<file path="src/hdl/csq_pkg.sv">
// Shared types, codes and constants for the counting semaphore wait queue.
package csq_pkg;

   localparam int DEFAULT_QUEUE_DEPTH    = 16;
   localparam int DEFAULT_THREAD_ID_BITS = 8;

   localparam int COUNT_BITS  = 16;
   localparam int INIT_BITS   = COUNT_BITS - 1;
   localparam int CMD_BITS    = 2;
   localparam int STATUS_BITS = 2;

   localparam logic signed [COUNT_BITS-1:0] COUNT_MAX = {1'b0, {(COUNT_BITS-1){1'b1}}};

   typedef enum logic [CMD_BITS-1:0] {
      CMD_WAIT   = 2'd0,
      CMD_SIGNAL = 2'd1,
      CMD_FLUSH  = 2'd2
   } csq_cmd_type;

   typedef enum logic [STATUS_BITS-1:0] {
      ST_DONE    = 2'd0,
      ST_BLOCKED = 2'd1,
      ST_REFUSED = 2'd2,
      ST_FULL    = 2'd3
   } csq_status_type;

   typedef enum logic [2:0] {
      S_IDLE = 3'b001,
      S_EXEC = 3'b010,
      S_OUT  = 3'b100
   } csq_state_type;

   typedef struct packed {
      logic load_req;
      logic exec;
   } csq_ctrl_type;

   typedef struct packed {
      logic more;
   } csq_stat_type;

endpackage

</file>
<file path="src/hdl/csq_req_if.sv">
// Request channel interface: command item with valid/ready handshake.
interface csq_req_if #(parameter int TID_BITS = csq_pkg::DEFAULT_THREAD_ID_BITS);
   logic                         valid;
   logic                         ready;
   logic [csq_pkg::CMD_BITS-1:0] cmd;
   logic [TID_BITS-1:0]          thread_id;
   logic                         may_block;

   modport source (output valid, output cmd, output thread_id, output may_block, input ready);
   modport sink   (input valid, input cmd, input thread_id, input may_block, output ready);
endinterface

</file>
<file path="src/hdl/csq_rsp_if.sv">
// Response channel interface: result item with valid/ready handshake.
interface csq_rsp_if #(parameter int TID_BITS = csq_pkg::DEFAULT_THREAD_ID_BITS);
   logic                                  valid;
   logic                                  ready;
   logic [csq_pkg::STATUS_BITS-1:0]       status;
   logic signed [csq_pkg::COUNT_BITS-1:0] count_now;
   logic                                  released_valid;
   logic [TID_BITS-1:0]                   released_thread;
   logic                                  last;

   modport source (output valid, output status, output count_now, output released_valid,
                   output released_thread, output last, input ready);
   modport sink   (input valid, input status, input count_now, input released_valid,
                   input released_thread, input last, output ready);
endinterface

</file>
<file path="src/hdl/counting_semaphore_wait_queue.sv">
// Counting semaphore with a FIFO queue of blocked thread IDs.
// Each request item is accepted in S_IDLE, executed in S_EXEC and presented
// in S_OUT, held there while rsp_chan.ready is low; a new item is accepted
// only after the last result of the previous one is taken. A flush gives one
// result per queued waiter, or one if none is queued, each in S_EXEC then
// S_OUT; the waiter RAM read is registered and the head pointer moves one
// slot per release. csr_we loads init_ff and the count at once; write it
// only while no item is in flight. No clearing pass is needed after reset.
module counting_semaphore_wait_queue #(
   parameter int QUEUE_DEPTH    = csq_pkg::DEFAULT_QUEUE_DEPTH,
   parameter int THREAD_ID_BITS = csq_pkg::DEFAULT_THREAD_ID_BITS
) (
   input  logic                          clock,
   input  logic                          reset,
   input  logic                          csr_we,
   input  logic [csq_pkg::INIT_BITS-1:0] csr_wdata,
   csq_req_if.sink                       req_chan,
   csq_rsp_if.source                     rsp_chan
);
   import csq_pkg::*;

   csq_ctrl_type ctrl;
   csq_stat_type stat;

   csq_ctrl u_ctrl (
      .clock     (clock),
      .reset     (reset),
      .req_valid (req_chan.valid),
      .req_ready (req_chan.ready),
      .rsp_valid (rsp_chan.valid),
      .rsp_ready (rsp_chan.ready),
      .ctrl      (ctrl),
      .stat      (stat)
   );

   csq_dp #(
      .QUEUE_DEPTH    (QUEUE_DEPTH),
      .THREAD_ID_BITS (THREAD_ID_BITS)
   ) u_dp (
      .clock               (clock),
      .reset               (reset),
      .csr_we              (csr_we),
      .csr_wdata           (csr_wdata),
      .req_cmd             (req_chan.cmd),
      .req_thread_id       (req_chan.thread_id),
      .req_may_block       (req_chan.may_block),
      .ctrl                (ctrl),
      .stat                (stat),
      .rsp_status          (rsp_chan.status),
      .rsp_count_now       (rsp_chan.count_now),
      .rsp_released_valid  (rsp_chan.released_valid),
      .rsp_released_thread (rsp_chan.released_thread),
      .rsp_last            (rsp_chan.last)
   );
endmodule

</file>
<file path="src/hdl/csq_ram.sv">
// Generic single-write, single-read RAM with registered read data.
module csq_ram #(
   parameter int WIDTH = 8,
   parameter int DEPTH = 16
) (
   input  logic                     clock,
   input  logic                     wr_en,
   input  logic [$clog2(DEPTH)-1:0] wr_addr,
   input  logic [WIDTH-1:0]         wr_data,
   input  logic [$clog2(DEPTH)-1:0] rd_addr,
   output logic [WIDTH-1:0]         rd_data
);
   logic [WIDTH-1:0] mem [DEPTH];

   always_ff @(posedge clock) begin
      if (wr_en) begin
         mem[wr_addr] <= wr_data;
      end
      rd_data <= mem[rd_addr];
   end
endmodule

</file>
<file path="src/hdl/csq_ctrl.sv">
// Controller state machine: accept, execute, present result.
module csq_ctrl (
   input  logic                  clock,
   input  logic                  reset,
   input  logic                  req_valid,
   output logic                  req_ready,
   output logic                  rsp_valid,
   input  logic                  rsp_ready,
   output csq_pkg::csq_ctrl_type ctrl,
   input  csq_pkg::csq_stat_type stat
);
   import csq_pkg::*;

   csq_state_type state_ff, state_in;

   always_comb begin
      state_in = state_ff;
      case (state_ff)
         S_IDLE: begin
            if (req_valid) state_in = S_EXEC;
         end
         S_EXEC: begin
            state_in = S_OUT;
         end
         S_OUT: begin
            if (rsp_ready) state_in = stat.more ? S_EXEC : S_IDLE;
         end
         default: begin
            state_in = S_IDLE;
         end
      endcase
   end

   always_ff @(posedge clock) begin
      if (reset) begin
         state_ff <= S_IDLE;
      end else begin
         state_ff <= state_in;
      end
   end

   assign req_ready     = (state_ff == S_IDLE);
   assign rsp_valid     = (state_ff == S_OUT);
   assign ctrl.load_req = (state_ff == S_IDLE) && req_valid;
   assign ctrl.exec     = (state_ff == S_EXEC);
endmodule

</file>
<file path="src/hdl/csq_dp.sv">
// Datapath: permit count, waiter queue pointers, waiter RAM and result registers.
module csq_dp #(
   parameter int QUEUE_DEPTH    = csq_pkg::DEFAULT_QUEUE_DEPTH,
   parameter int THREAD_ID_BITS = csq_pkg::DEFAULT_THREAD_ID_BITS
) (
   input  logic                                  clock,
   input  logic                                  reset,
   input  logic                                  csr_we,
   input  logic [csq_pkg::INIT_BITS-1:0]         csr_wdata,
   input  logic [csq_pkg::CMD_BITS-1:0]          req_cmd,
   input  logic [THREAD_ID_BITS-1:0]             req_thread_id,
   input  logic                                  req_may_block,
   input  csq_pkg::csq_ctrl_type                 ctrl,
   output csq_pkg::csq_stat_type                 stat,
   output logic [csq_pkg::STATUS_BITS-1:0]       rsp_status,
   output logic signed [csq_pkg::COUNT_BITS-1:0] rsp_count_now,
   output logic                                  rsp_released_valid,
   output logic [THREAD_ID_BITS-1:0]             rsp_released_thread,
   output logic                                  rsp_last
);
   import csq_pkg::*;

   localparam int AW = $clog2(QUEUE_DEPTH);
   localparam int WW = $clog2(QUEUE_DEPTH + 1);
   localparam logic [AW-1:0] LAST_SLOT = AW'(QUEUE_DEPTH - 1);
   localparam logic [WW-1:0] FULL_CNT  = WW'(QUEUE_DEPTH);
   localparam logic [WW-1:0] ONE_CNT   = WW'(1);
   localparam logic signed [COUNT_BITS-1:0] COUNT_ONE = COUNT_BITS'(1);

   csq_cmd_type                 cmd_ff;
   logic [THREAD_ID_BITS-1:0]   tid_ff;
   logic                        mb_ff;

   logic [INIT_BITS-1:0]        init_ff, init_in;
   logic signed [COUNT_BITS-1:0] count_ff, count_in;
   logic [AW-1:0]               head_ff, head_in;
   logic [AW-1:0]               tail_ff, tail_in;
   logic [WW-1:0]               wcnt_ff, wcnt_in;

   csq_status_type              status_ff, status_in;
   logic signed [COUNT_BITS-1:0] cnow_ff;
   logic                        relv_ff, relv_in;
   logic [THREAD_ID_BITS-1:0]   relt_ff, relt_in;
   logic                        last_ff, last_in;

   logic                        ram_we;
   logic [THREAD_ID_BITS-1:0]   ram_rdata;

   function automatic logic [AW-1:0] next_slot(input logic [AW-1:0] p);
      next_slot = (p == LAST_SLOT) ? '0 : p + AW'(1);
   endfunction

   csq_ram #(
      .WIDTH (THREAD_ID_BITS),
      .DEPTH (QUEUE_DEPTH)
   ) u_ram (
      .clock   (clock),
      .wr_en   (ram_we),
      .wr_addr (tail_ff),
      .wr_data (tid_ff),
      .rd_addr (head_ff),
      .rd_data (ram_rdata)
   );

   always_comb begin
      init_in   = init_ff;
      count_in  = count_ff;
      head_in   = head_ff;
      tail_in   = tail_ff;
      wcnt_in   = wcnt_ff;
      ram_we    = 1'b0;
      status_in = ST_DONE;
      relv_in   = 1'b0;
      relt_in   = '0;
      last_in   = 1'b1;

      if (csr_we) begin
         init_in  = csr_wdata;
         count_in = $signed({1'b0, csr_wdata});
      end

      if (ctrl.exec) begin
         case (cmd_ff)
            CMD_WAIT: begin
               if (mb_ff) begin
                  if (count_ff <= 0) begin
                     if (wcnt_ff >= FULL_CNT) begin
                        status_in = ST_FULL;
                     end else begin
                        count_in  = count_ff - COUNT_ONE;
                        ram_we    = 1'b1;
                        tail_in   = next_slot(tail_ff);
                        wcnt_in   = wcnt_ff + ONE_CNT;
                        status_in = ST_BLOCKED;
                     end
                  end else begin
                     count_in = count_ff - COUNT_ONE;
                  end
               end else if (count_ff <= 0) begin
                  status_in = ST_REFUSED;
               end else begin
                  count_in = count_ff - COUNT_ONE;
               end
            end
            CMD_SIGNAL: begin
               if (count_ff != COUNT_MAX) count_in = count_ff + COUNT_ONE;
               if (count_ff < 0 && wcnt_ff != '0) begin
                  relv_in = 1'b1;
                  relt_in = ram_rdata;
                  head_in = next_slot(head_ff);
                  wcnt_in = wcnt_ff - ONE_CNT;
               end
            end
            CMD_FLUSH: begin
               count_in = $signed({1'b0, init_ff});
               if (wcnt_ff != '0) begin
                  relv_in = 1'b1;
                  relt_in = ram_rdata;
                  wcnt_in = wcnt_ff - ONE_CNT;
                  last_in = (wcnt_ff == ONE_CNT);
                  if (wcnt_ff == ONE_CNT) begin
                     head_in = '0;
                     tail_in = '0;
                  end else begin
                     head_in = next_slot(head_ff);
                  end
               end
            end
            default: begin
            end
         endcase
      end
   end

   always_ff @(posedge clock) begin
      if (reset) begin
         init_ff  <= '0;
         count_ff <= '0;
         head_ff  <= '0;
         tail_ff  <= '0;
         wcnt_ff  <= '0;
      end else begin
         init_ff  <= init_in;
         count_ff <= count_in;
         head_ff  <= head_in;
         tail_ff  <= tail_in;
         wcnt_ff  <= wcnt_in;
      end
   end

   always_ff @(posedge clock) begin
      if (ctrl.load_req) begin
         cmd_ff <= csq_cmd_type'(req_cmd);
         tid_ff <= req_thread_id;
         mb_ff  <= req_may_block;
      end
      if (ctrl.exec) begin
         status_ff <= status_in;
         cnow_ff   <= count_in;
         relv_ff   <= relv_in;
         relt_ff   <= relt_in;
         last_ff   <= last_in;
      end
   end

   assign stat.more           = (cmd_ff == CMD_FLUSH) && (wcnt_ff != '0);
   assign rsp_status          = status_ff;
   assign rsp_count_now       = cnow_ff;
   assign rsp_released_valid  = relv_ff;
   assign rsp_released_thread = relt_ff;
   assign rsp_last            = last_ff;
endmodule

</file>
<file path="src/flat_wrapper.sv">
// flat-port wrapper written by rule: the top's interface ports become plain ports
module counting_semaphore_wait_queue_flat import csq_pkg::*;
#(
   parameter int QUEUE_DEPTH    = csq_pkg::DEFAULT_QUEUE_DEPTH,
   parameter int THREAD_ID_BITS = csq_pkg::DEFAULT_THREAD_ID_BITS
)
  (clock, reset, csr_we, csr_wdata, req_chan_valid, req_chan_cmd, req_chan_thread_id, req_chan_may_block, req_chan_ready, rsp_chan_valid, rsp_chan_status, rsp_chan_count_now, rsp_chan_released_valid, rsp_chan_released_thread, rsp_chan_last, rsp_chan_ready);
  csq_req_if req_chan_i ();
  csq_rsp_if rsp_chan_i ();
  input  logic clock;
  input  logic reset;
  input  logic csr_we;
  input  logic [csq_pkg::INIT_BITS-1:0] csr_wdata;
  input wire logic [$bits(req_chan_i.valid)-1:0] req_chan_valid;
  input wire logic [$bits(req_chan_i.cmd)-1:0] req_chan_cmd;
  input wire logic [$bits(req_chan_i.thread_id)-1:0] req_chan_thread_id;
  input wire logic [$bits(req_chan_i.may_block)-1:0] req_chan_may_block;
  output wire logic [$bits(req_chan_i.ready)-1:0] req_chan_ready;
  output wire logic [$bits(rsp_chan_i.valid)-1:0] rsp_chan_valid;
  output wire logic [$bits(rsp_chan_i.status)-1:0] rsp_chan_status;
  output wire logic [$bits(rsp_chan_i.count_now)-1:0] rsp_chan_count_now;
  output wire logic [$bits(rsp_chan_i.released_valid)-1:0] rsp_chan_released_valid;
  output wire logic [$bits(rsp_chan_i.released_thread)-1:0] rsp_chan_released_thread;
  output wire logic [$bits(rsp_chan_i.last)-1:0] rsp_chan_last;
  input wire logic [$bits(rsp_chan_i.ready)-1:0] rsp_chan_ready;
  assign req_chan_i.valid = req_chan_valid;
  assign req_chan_i.cmd = req_chan_cmd;
  assign req_chan_i.thread_id = req_chan_thread_id;
  assign req_chan_i.may_block = req_chan_may_block;
  assign req_chan_ready = req_chan_i.ready;
  assign rsp_chan_valid = rsp_chan_i.valid;
  assign rsp_chan_status = rsp_chan_i.status;
  assign rsp_chan_count_now = rsp_chan_i.count_now;
  assign rsp_chan_released_valid = rsp_chan_i.released_valid;
  assign rsp_chan_released_thread = rsp_chan_i.released_thread;
  assign rsp_chan_last = rsp_chan_i.last;
  assign rsp_chan_i.ready = rsp_chan_ready;
  counting_semaphore_wait_queue #(.QUEUE_DEPTH(QUEUE_DEPTH), .THREAD_ID_BITS(THREAD_ID_BITS)) u_core (.clock(clock), .reset(reset), .csr_we(csr_we), .csr_wdata(csr_wdata), .req_chan(req_chan_i), .rsp_chan(rsp_chan_i));
endmodule
</file>
<file path="config.mk">
export PLATFORM = sky130hd
export DESIGN_NAME = counting_semaphore_wait_queue_flat
export DESIGN_NICKNAME = d
export VERILOG_FILES = /design/src/hdl/csq_pkg.sv /design/src/hdl/csq_req_if.sv /design/src/hdl/csq_rsp_if.sv /design/src/hdl/counting_semaphore_wait_queue.sv /design/src/hdl/csq_ram.sv /design/src/hdl/csq_ctrl.sv /design/src/hdl/csq_dp.sv /design/src/flat_wrapper.sv
export SDC_FILE = /design/constraint.sdc
export NUM_CORES = 1
export LEC_CHECK = 0
export ABC_AREA = 0
export BUFFER_PORTS_ARGS = -buffer_cell sky130_fd_sc_hd__buf_2
export CORE_MARGIN = 2
export CORE_UTILIZATION = 30
export CTS_BUF_LIST = sky130_fd_sc_hd__clkbuf_8 sky130_fd_sc_hd__clkbuf_16
export DETAILED_ROUTE_END_ITERATION = 10
export PLACE_DENSITY = 0.5
export SYNTH_ARGS = -nofsm -noshare
export SYNTH_HDL_FRONTEND = slang
export SYNTH_SLANG_ARGS = --single-unit
</file>
<file path="constraint.sdc">
create_clock -name clock -period 3.35 [get_ports clock]
set_clock_uncertainty 0.05 [all_clocks]
set_input_delay 0 -clock clock [delete_from_list [all_inputs] [get_ports clock]]
set_output_delay 0 -clock clock [all_outputs]
set_load 0.1 [all_outputs]
</file>
After elaboration in Yosys (flattened, before gate mapping)
Memory sizes are Yosys's and may differ from the RTL's. A register that Yosys moved wholly into a read port is not among the register bits. Cells that the tools add are included.

$add $sub $neg: 6. $lt $le $gt $ge: 3. Equal/unequal tests: 17. Mux-type cells: 47. Reductions and logical operators: 13.

Operators with widths (number): $mux 16 (7); $pmux 16 s3 (1); $mux 4 (10); $mux 5 (5); $add 16x2->16 const B (1); $le 16x1->1 const B (1); $lt 16x1->1 const B (1); $mux 8 (2); $ne 16x16->1 const B (1); $pmux 4 s2 (2); $pmux 8 s2 (1); $sub 16x2->16 const B (1); $pmux 5 s3 (1); $ne 2x2->1 const B (7); $reduce_and 7->1 (2); $mux 2 (5); $mux 1 (9); $pmux 3 s3 (1); $add 4x1->4 const B (2); $eq 4x4->1 const B (2); $mux 3 (2); $add 5x1->5 const B (1); $eq 5x1->1 const B (1); $ge 5x5->1 const B (1); other kinds (15) (19).

Register bits after elaboration: 86. Memory bits (writable): 128. Bits of input ports: 31. Logic and storage cells: 101. Memories kept: 1.

Memory list: u_core.u_dp.u_ram.mem (depth 16, width 8, rd ports 1, clocked after Yosys merged registers in 1, wr ports 1, line csq_ram.sv:13) `logic [WIDTH-1:0] mem [DEPTH];`.

Depth between registers and ports, before layout
Gate-level depths: netlist (run 1).

Depth after elaboration: 8. Mapped depth: 10. Mapped depth without buffers: 8.

Modules after synthesis
From an unflattened synthesis (run 1), not the netlist that was laid out.

Cell total of the unflattened synthesis: 727. Area total of the unflattened synthesis: 9910.8 um^2.

By module, submodules not included: csq_ram (times used 1, cells an instance 229, area each 5147.4 um^2); csq_dp (times used 1, cells an instance 482, area each 4621.9 um^2); csq_ctrl (times used 1, cells an instance 16, area each 141.4 um^2).

Least setup slack after synthesis (run 1)
Ideal clock, no wire load.

Kind: register to register. Start point: register u_core.u_ctrl.state_ff[0]. End point: register u_core.u_dp.cmd_ff[0], enable pin. Arrival time: 3.240 ns. Required time: 2.942 ns. Path slack: -0.298 ns. Cell stages (with the launch flop): 3. Path buffers: 0. Cell sequence: dfxtp_1 > nor3b_1 > and2_1.

RTL lines: start: declaration (line csq_ctrl.sv:14) `csq_state_type state_ff, state_in;`; start signal: assignment (line csq_ctrl.sv:38) `state_ff <= state_in;`; end signal: assignment (line csq_dp.sv:153) `cmd_ff <= csq_cmd_type'(req_cmd);`; end: declaration (line csq_dp.sv:30) `csq_cmd_type cmd_ff;`.

Final worst setup path (run 1)
Start point: register u_core.u_dp.count_ff[0]. End point: memory u_core.u_dp.u_ram.mem[0][2], enable pin.

Word-level cells in the longest chain between the ends: 7.

RTL lines: start: declaration (line csq_dp.sv:35) `logic signed [COUNT_BITS-1:0] count_ff, count_in;`; start signal: assignment (line csq_dp.sv:144) `count_ff <= count_in;`; $le 16x1->1 (line csq_dp.sv:86) `if (count_ff <= 0) begin`; $mux 1 (line csq_dp.sv:86); $mux 1 (line csq_dp.sv:85) `if (mb_ff) begin`; $mux 1 (line csq_dp.sv:83) `case (cmd_ff)`; $mux 1 (line csq_dp.sv:82) `if (ctrl.exec) begin`; $mux 1 (line csq_ram.sv:16) `if (wr_en) begin`; $mux 1 (not written as such) (line csq_ram.sv:17) `mem[wr_addr] <= wr_data;`; end: declaration (line csq_ram.sv:13).

Every way passes these cells.

==> results.md, run 1 <==
- Status: finished clean
- CTS tree: built
- Total track usage: 0.140
- Max-cap violation count: 0
- Pre-antenna DRT Iters: 5
- Syn_nets: 757
- CP bufs+invs: 3
- Tcrit/Tclk final: 0.864
- Antenna Cells: 0
- Clock power frac: 0.420
- Critical path launch point type: flop
- Die area: 34200 µm²
- Clock transition at the registers of the reported paths: 60 ps
- Worst path top cell family by delay: simple AND/OR/NAND/NOR gates
- Post-CTS setup buffers: 0
- Power per Cell Area: ~500 nW/µm²
- I/O pins: 61
- CTS buffer count: 25
- DRT iter0 DRCs: around 450
- Via count: roughly 6200
- Row cnt: 66
- Worst Setup End Kind: flop
- Peak supply drop: 0.336 mV
- Routability congestion estimate: 0.805
- Crit path DAT: 3080 ps
- Die Wd: between 150 and 200 µm
- Synth warnings: 0
- Slowest cell on the critical path: and4_1
- Pleak: 4.12 nW
- Synth Register Bits: ~220
- Fillcell total: 3153
- Cells after Synth: about 710
- Avg WL per Cell: between 15 and 20 µm
- Post-synthesis cell type count: 66
- Largest net degree at the start of global routing: 29
- Sw Pwr: 0.00140 W
- Setup repair after global routing missed its margin: no
- Min Tclk post-route: around 2900 ps
- PortBufs: 60
- Critical Path, Cell by Cell: inv_1, ha_1, nor4b_1, and4_1, nor2_1, nor3_1, buf_4, nand2_1, nor3_1, buf_4
- Setup TNS: 0 ps
- Finish-stage setup viols: 0
- Least-Margin Pin Slew: about 750 ps
- Critical Path Max Stage Delay: 430 ps
- Logic pwr share: 0.067
- Vias in the first global route: 6085
- Slew Viols, Final: 0
- Most common cell in the netlist: edfxtp_1
- Placed instance area: approximately 11000 µm²
- Sw Share: 0.232
- FF-to-FF path depth: 10
- Multi-input gate area: 3450 µm²
- Worst-case clock buffer depth: 3
- FF+latch area: about 6100 µm²
- Nets: 873
- Fraction of layout instances using a drive strength above 1: 0.224
- Later-pin clock latency in the skew report: about 540 ps
- Peak Freq: 345 MHz
- Worst Hold Class: in -> reg
- Final hold violation count: 0
- Rel. slew slack: 0.501
- Async S/R FF share, synth: 0
- Top-area cell type share of the netlist area: 0.510
- Starting density of the core: 0.304
- Final ANT Viol Nets: 0
- Clock root cell: clkbuf_16
- Post-DP HPWL: between 15000 and 20000 µm
- Crit path kind: reg -> reg
- Flop pwr share: 0.512
- Largest cells by area after synthesis: edfxtp_1 (51%), dfxtp_1 (11%), mux4_2 (9.2%)
- Finished Cell Area: 11900 µm²
- Sequential fraction of the synthesis area: 0.622
- Cell count along the critical path: 10
- P_int: 0.00463 W
- Global route total overflow: 0
- Final WL: 23700 µm
- DRC violations left: 0
- H-Tree Depth: 1
- Pwr Total: 0.00603 W
- Synthesized cell area: 9830 µm²
- Worst Path Max Fanout: 8
- Top_reg_cell synth: edfxtp_1
- CP required: around 3500 ps
- Number of synthesized flops with an enable pin: 167
- Core ar.: 32400 µm²
- Dominant cell type by area after synthesis: edfxtp_1
- Clk sinks: between 200 and 250
- Syn Area/Cell: 13.8 µm²
- Initial antenna violation count: 0
- Via density: 4.82
- Chip height: 185 µm
- First-pass GRT wire length: 36600 µm
- Top cells by count, synth: edfxtp_1 (167), dfxtp_1 (55), nor2_1 (48)
- Final Util: 0.368
- Layout area overhead: 21.3%
- Hold Crit Depth: 3
[worst reg2reg max path: stages, from the launching register on]
cell and delay (ps):
dfxtp_1 350, inv_1 70, ha_1 280, nor4b_1 260, and4_1 430, nor2_1 100
nor3_1 260, buf_4 180, nand2_1 110, nor3_1 280, buf_4 230
[path summary, 6_finish.rpt]
| kind | from | to | slack [ps] |
|---|---|---|---|
| setup / recovery | u_core.u_dp.count_ff[0] | u_core.u_dp.u_ram.mem[0][2] | 450 |
| hold / removal | csr_we | u_core.u_dp.init_ff[8] | 70 |
| hold reg to reg | u_core.u_dp.init_ff[8] | u_core.u_dp.init_ff[8] | 430 |
| setup reg to reg | u_core.u_dp.count_ff[0] | u_core.u_dp.u_ram.mem[0][2] | 450 |
[kinds of logic (layout without fill, tap and decap cells)]
logic type	after synthesis	in the layout	share of synthesized area
compound gates	114	114	0.0732
xor+xnor	23	23	0.0205
fa+ha+maj	15	15	0.0191
buf+inv	63	196	0.0271
flops	222	222	0.622
mux	73	73	0.126
simple gates	201	201	0.112
[state kept, by name (all words and copies together) (netlist names), 2 cells and up]
signal	flops
u_core.u_ctrl.state_ff	3
u_core.u_dp.cmd_ff	2
u_core.u_dp.count_ff	16
u_core.u_dp.head_ff	4
u_core.u_dp.init_ff	15
u_core.u_dp.rsp_count_now	16
u_core.u_dp.rsp_released_thread	8
u_core.u_dp.rsp_status	2
u_core.u_dp.tail_ff	4
u_core.u_dp.tid_ff	8
u_core.u_dp.u_ram.mem	128
u_core.u_dp.u_ram.rd_data	8
u_core.u_dp.wcnt_ff	5
[power by group through the flow]
stage / combinational (W) / clock, W / sequential, W
finish: 0.000405 / 0.00253 / 0.00309
global route: 0.000447 / 0.00270 / 0.00310
CTS: 0.000407 / 0.00260 / 0.00309
detailed placement: 0.000366 / 0 / 0.00315
global placement: 0.000366 / 0 / 0.00315
floorplan: 0.000262 / 0 / 0.00312
[final cells by class]
cell class,instances,area share
Clock buffer,26,0.0536
Clock inverter,18,0.00987
Inverter,13,0.00409
Multi-Input combinational cell,426,0.289
Sequential cell,222,0.513
Tap cell,442,0.0464
Timing Repair Buffer,139,0.0835
[metrics by stage]
stage	hold WS [ps]	cells	worst slack, ps
global placement	127	1201	527
floorplan	48.9	711	606
CTS	43.3	1286	464
global route	66.1	1286	191
finish	71.5	1286	454
detailed placement	128	1201	487
[per-layer routing]
metal,wire [µm],vias up,global-route usage
li1,-,2971,-
met1,11800,3049,0.210
met2,10400,148,0.213
met3,952,36,0.0201
met4,532,0,0.0365
met5,0,-,0
[timing repair]
item | in CTS | in global routing
hold endpoints to repair | 57 | 0
hold buffers | 41 | 0
gates resized for setup | 0 | 0
[layout by cell type (no fill, tap or decap), types with 5 or more instances in the layout]
| master | count |
|---|---|
| edfxtp_1 | 167 |
| buf_2 | 60 |
| dfxtp_1 | 54 |
| nor2_1 | 48 |
| dlygate4sd3_1 | 41 |
| mux4_2 | 40 |
| buf_4 | 38 |
| mux2i_1 | 31 |
| nand2_1 | 30 |
| a21oi_1 | 29 |
| nor3_1 | 26 |
| clkbuf_16 | 25 |
| o21ai_0 | 23 |
| o22ai_1 | 23 |
| inv_1 | 22 |
| ha_1 | 15 |
| and2_1 | 14 |
| xnor2_1 | 13 |
| nand3_1 | 13 |
| xor2_1 | 10 |
| nand2b_1 | 9 |
| nor2b_1 | 7 |
| a211oi_1 | 6 |
| nor4_1 | 6 |
| or3_1 | 5 |
| or2_2 | 5 |
(Power assumes the default switching activity.)
==> run 2: changes to the inputs <==
ABC_AREA = 1   (was 0)
SKIP_CTS_REPAIR_TIMING = 1   (was default)
==> results.md, run 2 <==
- Top_reg_cell synth: edfxtp_1
- I/O pins: 61
- Worst Path Max Fanout: 10
- Synth warnings: 0
- Power per Cell Area: 555 nW/µm²
- Peak Freq: 351 MHz
- Synthesized cell area: around 10000 µm²
- Final WL: between 20000 and 30000 µm
- Final ANT Viol Nets: 0
- DRC violations left: 0
- Synth Register Bits: 222
- PortBufs: 60
- Logic pwr share: 0.127
- Rel. slew slack: 0.446
- Syn_nets: 1156
- Clock transition at the registers of the reported paths: 60 ps
- Async S/R FF share, synth: 0
- Fraction of layout instances using a drive strength above 1: 0.139
- DRT iter0 DRCs: 672
- Dominant cell type by area after synthesis: edfxtp_1
- Clock power frac: 0.413
- Initial antenna violation count: 0
- Pleak: between 4 and 5 nW
- Tcrit/Tclk final: 0.851
- Post-synthesis cell type count: 43
- Post-DP HPWL: between 15000 and 20000 µm
- Crit path kind: reg -> reg
- Max reg flops: around 130
- Worst Hold Class: in -> reg
- Crit path DAT: 2980 ps
- Flop pwr share: 0.460
- Via density: 4.81
- Syn Area/Cell: 9.43 µm²
- Final hold violation count: 0
- Critical path launch point type: flop
- Min Tclk post-route: 2850 ps
- Antenna Cells: 0
- Top-area cell type share of the netlist area: 0.479
- Clock root cell: clkbuf_16
- Most common cell in the netlist: nand2_1
- Setup TNS: 0 ps
- Cells after Synth: 1110
- Vias in the first global route: 7781
- Sw Share: 0.269
- CTS tree: built
- Layout area overhead: 20.5%
- Avg WL per Cell: between 15 and 20 µm
- Finish-stage setup viols: 0
- Commonest non-fill, non-tap cell in the layout: nand2_1
- Routability congestion estimate: 0.834
- CTS buffer count: 25
- Clk sinks: approximately 220
- Via count: 8123
- Sw Pwr: 0.00188 W
- H-Tree Depth: 1
- Total track usage: 0.159
- Status: finished clean
- Final Util: 0.366
- Final hold slack: 27.0 ps
- Core ar.: 34500 µm²
- Largest cells by area after synthesis: edfxtp_1 (48%), dfxtp_1 (11%), nand2_1 (8.0%)
- Die area: 36400 µm²
- Worst-case clock buffer depth: 3
- P_int: 0.00512 W
- Die Wd: 191 µm
- Nets: about 1300
- First-pass GRT wire length: ~45000 µm
- Slew Viols, Final: 0
- Sequential fraction of the synthesis area: 0.584
- Peak supply drop: 0.333 mV
- Row cnt: 68
- Pre-antenna DRT Iters: 5
- Number of synthesized flops with an enable pin: 167
- Max-cap violation count: 0
- Most flop-heavy register: u_core.u_dp.u_ram.mem
- Fillcell total: between 3000 and 4000
- CP required: 3480 ps
- Chip height: 191 µm
- Top cells by count, synth: nand2_1 (224), edfxtp_1 (167), nor2_1 (146)
- Later-pin clock latency in the skew report: 550 ps
- Worst Setup End Kind: flop
- Least-Margin Pin Slew: 831 ps
- Starting density of the core: 0.304
- Commonest cells after routing, fill and taps aside: nand2_1 (224), edfxtp_1 (167), nor2_1 (146), inv_1 (88), o21ai_0 (83)
- Setup repair after global routing missed its margin: no
- Global route total overflow: 0
- Largest net degree at the start of global routing: 68
run 2: cell types whose count changed after synthesis, moves of 11 or more:
cell,before,now
o21ai_0,23,83
nand2_1,30,224
inv_1,13,83
nor3_1,26,5
and2_1,14,0
mux2i_1,31,0
mux4_2,40,0
nand3_1,13,82
o221ai_1,1,12
a21oi_1,29,45
nand4_1,4,18
nor2_1,48,146
xor2_1,10,23
run 2: worst max-delay path, stage by stage (launching register included):
cell,delay (ps)
edfxtp_1,410
inv_1,100
ha_1,220
nand2_1,150
clkinv_1,240
nand2_1,190
nor3_4,290
nand2_1,240
nor2_1,580
run 2: power by group through the flow:
| stage | Sequential [W] | Clock [W] | Combinational [W] |
|---|---|---|---|
| floorplan | 0.00333 | 0 | 0.000528 |
| detailed placement | 0.00328 | 0 | 0.000843 |
| CTS | 0.00322 | 0.00296 | 0.000845 |
| finish | 0.00322 | 0.00289 | 0.000888 |
| global placement | 0.00328 | 0 | 0.000840 |
| global route | 0.00324 | 0.00307 | 0.000975 |
run 2: layout make-up:
type | count | area [µm²] | share of cell area
Timing Repair Buffer | 128 | 926 | 0.0734
Sequential cell | 222 | 6120 | 0.485
Clock inverter | 14 | 153 | 0.0121
Tap cell | 455 | 569 | 0.0451
Clock buffer | 32 | 733 | 0.0581
Inverter | 96 | 362 | 0.0287
Multi-Input combinational cell | 742 | 3760 | 0.298
run 2: metrics by stage:
stage	worst slack [ps]	power, W	instance area, µm²	std cells
finish	499	0.00700	12600	1689
floorplan	557	0.00386	10500	1110
CTS	470	0.00703	12200	1643
global route	260	0.00728	12600	1689
global placement	540	0.00412	11300	1597
detailed placement	448	0.00413	11300	1597
run 2: kinds of logic (layout without fill, tap and decap cells):
kind of cell	after synthesis	in the layout	share of synthesized area
buffers and inverters	146	270	0.0582
AO/OA/AOI/OAI	188	188	0.102
flip-flops	222	222	0.584
XOR/XNOR	26	26	0.0218
AND/OR/NAND/NOR	513	513	0.216
adder cells (fa/ha/maj)	15	15	0.0179
run 2: worst paths after layout:
kind / slack [ps] / to / startpoint / depth (start not counted)
min: 30 / u_core.u_dp.count_ff[15] / csr_we / 5
min reg2reg: 460 / u_core.u_dp.tail_ff[3] / u_core.u_dp.tail_ff[3] / 2
max: 500 / u_core.u_dp.u_ram.mem[9][4] / u_core.u_dp.cmd_ff[0] / 8
max reg2reg: 500 / u_core.u_dp.u_ram.mem[9][4] / u_core.u_dp.cmd_ff[0] / 8
run 2: metal layers:
metal / up-vias / wire, µm / global-route usage
li1: 4005 / - / -
met3: 56 / 1570 / 0.0254
met5: - / 0 / 0
met2: 220 / 13100 / 0.251
met4: 0 / 651 / 0.0486
met1: 3842 / 13700 / 0.222
==> run 3: changes to the inputs <==
PLACE_DENSITY = 0.51   (was 0.5)
==> results.md, run 3 (same netlist as run 2, synthesis figures left out) <==
- Status: finished clean
- Setup repair after global routing missed its margin: no
- CTS buffer count: 25
- Largest net degree at the start of global routing: 55
- Worst Setup End Kind: flop
- Crit path DAT: 3050 ps
- Peak supply drop: 0.406 mV
- Pre-antenna DRT Iters: 5
- Via density: 4.78
- Final worst setup slack: 407 ps
- Die area: roughly 36000 µm²
- Avg WL per Cell: roughly 17 µm
- Finish-stage setup viols: 0
- Final hold slack: 40.5 ps
- Critical path launch point type: flop
- Total track usage: 0.154
- Peak Freq: 340 MHz
- Tcrit/Tclk final: 0.878
- Clock transition at the registers of the reported paths: 60 ps
- I/O pins: 61
- Die Wd: 191 µm
- Via count: 8059
- Worst Hold Class: in -> reg
- Starting density of the core: 0.304
- Rel. slew slack: 0.432
- CP required: ~3500 ps
- Pre-CTS worst setup slack: 363 ps
- Nets: ~1300
- PortBufs: 60
- Chip height: 191 µm
- Post-DP HPWL: 19300 µm
- Least-Margin Pin Slew: roughly 850 ps
- Max-cap violation count: 0
- Most Crowded Layer GR: met2
- Global Route met1 Usage: 0.218
- DRT iter0 DRCs: 516
- Clk sinks: 222
- Later-pin clock latency in the skew report: 530 ps
- Fillcell total: 3482
- Worst Path Max Fanout: 10
- Vias in the first global route: 7721
- Pleak: 4.88 nW
- Row cnt: 68
- Slew Viols, Final: 0
- Initial antenna violation count: 0
- Most flop-heavy register: u_core.u_dp.u_ram.mem
- Worst-case clock buffer depth: 3
- Routability congestion estimate: 0.864
- Global route total overflow: 0
- Layout area overhead: 19.6%
- First-pass GRT wire length: 43700 µm
- Final WL: 28400 µm
- DRC violations left: 0
- Power per Cell Area: 541 nW/µm²
- CTS tree: built
- GR Util met3: 0.0225
- Final hold violation count: 0
- Commonest cells after routing, fill and taps aside: nand2_1 (224), edfxtp_1 (167), nor2_1 (146), inv_1 (89), o21ai_0 (83)
- Setup TNS: 0 ps
- GRT met2 Usage: 0.247
- Crit path kind: reg -> reg
- Fraction of layout instances using a drive strength above 1: 0.133
- H-Tree Depth: 1
- Clock root cell: clkbuf_16
- Commonest non-fill, non-tap cell in the layout: nand2_1
- Final ANT Viol Nets: 0
- Core ar.: 34500 µm²
- Pwr Total: 0.00677 W
- Min Tclk post-route: about 2900 ps
- Max reg flops: 128
- Antenna Cells: 0
-- run 3: changes by cell type in the layout (fill, tap and decap cells not counted) --
cell | before | now
buf_4 | 22 | 19
dlygate4sd3_1 | 46 | 44
clkinv_1 | 5 | 9
clkbuf_8 | 6 | 3
inv_1 | 88 | 89
bufinv_16 | 3 | 2
buf_12 | 0 | 1
clkbuf_16 | 26 | 25
-- run 3: final timing paths --
path	from	to	slack [ps]	cells past startpoint
setup reg to reg	u_core.u_dp.cmd_ff[0]	u_core.u_dp.u_ram.mem[3][6]	410	8
hold reg to reg	u_core.u_dp.tail_ff[3]	u_core.u_dp.tail_ff[3]	480	2
hold / removal	csr_we	u_core.u_dp.count_ff[15]	40	5
setup / recovery	u_core.u_dp.cmd_ff[0]	u_core.u_dp.u_ram.mem[3][6]	410	8
-- run 3: final cells by class --
class                   count  area (µm²)  area share
repair buffers            124         903      0.0722
flip-flops and latches    222        6120       0.489
well taps                 455         569      0.0455
inverters                  96         362      0.0289
clock buffers              28         667      0.0533
clock inverters            18         141      0.0113
multi-input cells         742        3760       0.300
-- run 3: through the flow --
step | cell area [µm²] | std cells | utilization
floorplan | 10500 | 1110 | -
global route | 12500 | 1685 | 0.363
CTS | 12100 | 1641 | 0.350
finish | 12500 | 1685 | 0.363
global placement | 11300 | 1595 | 0.327
detailed placement | 11300 | 1595 | 0.327
-- run 3: metal layers --
| metal | part of all wire | wire, µm |
|---|---|---|
| met5 | 0 | 0 |
| met1 | 0.47 | 13400 |
| met3 | 0.051 | 1450 |
| met2 | 0.46 | 13000 |
| met4 | 0.019 | 530 |
-- run 3: worst max-delay path, cell delays in order, from the launching register on --
cell      delay, ps
edfxtp_1        420
inv_1           100
ha_1            220
nand2_1         150
clkinv_1        250
nand2_1         190
nor3_4          310
nand2_1         280
nor2_1          580
-- run 3: power breakdown --
part	switching [W]	internal (W)
Sequential	0.000139	0.00309
Clock	0.00109	0.00158
Combinational	0.000619	0.000259
Total	0.00185	0.00492
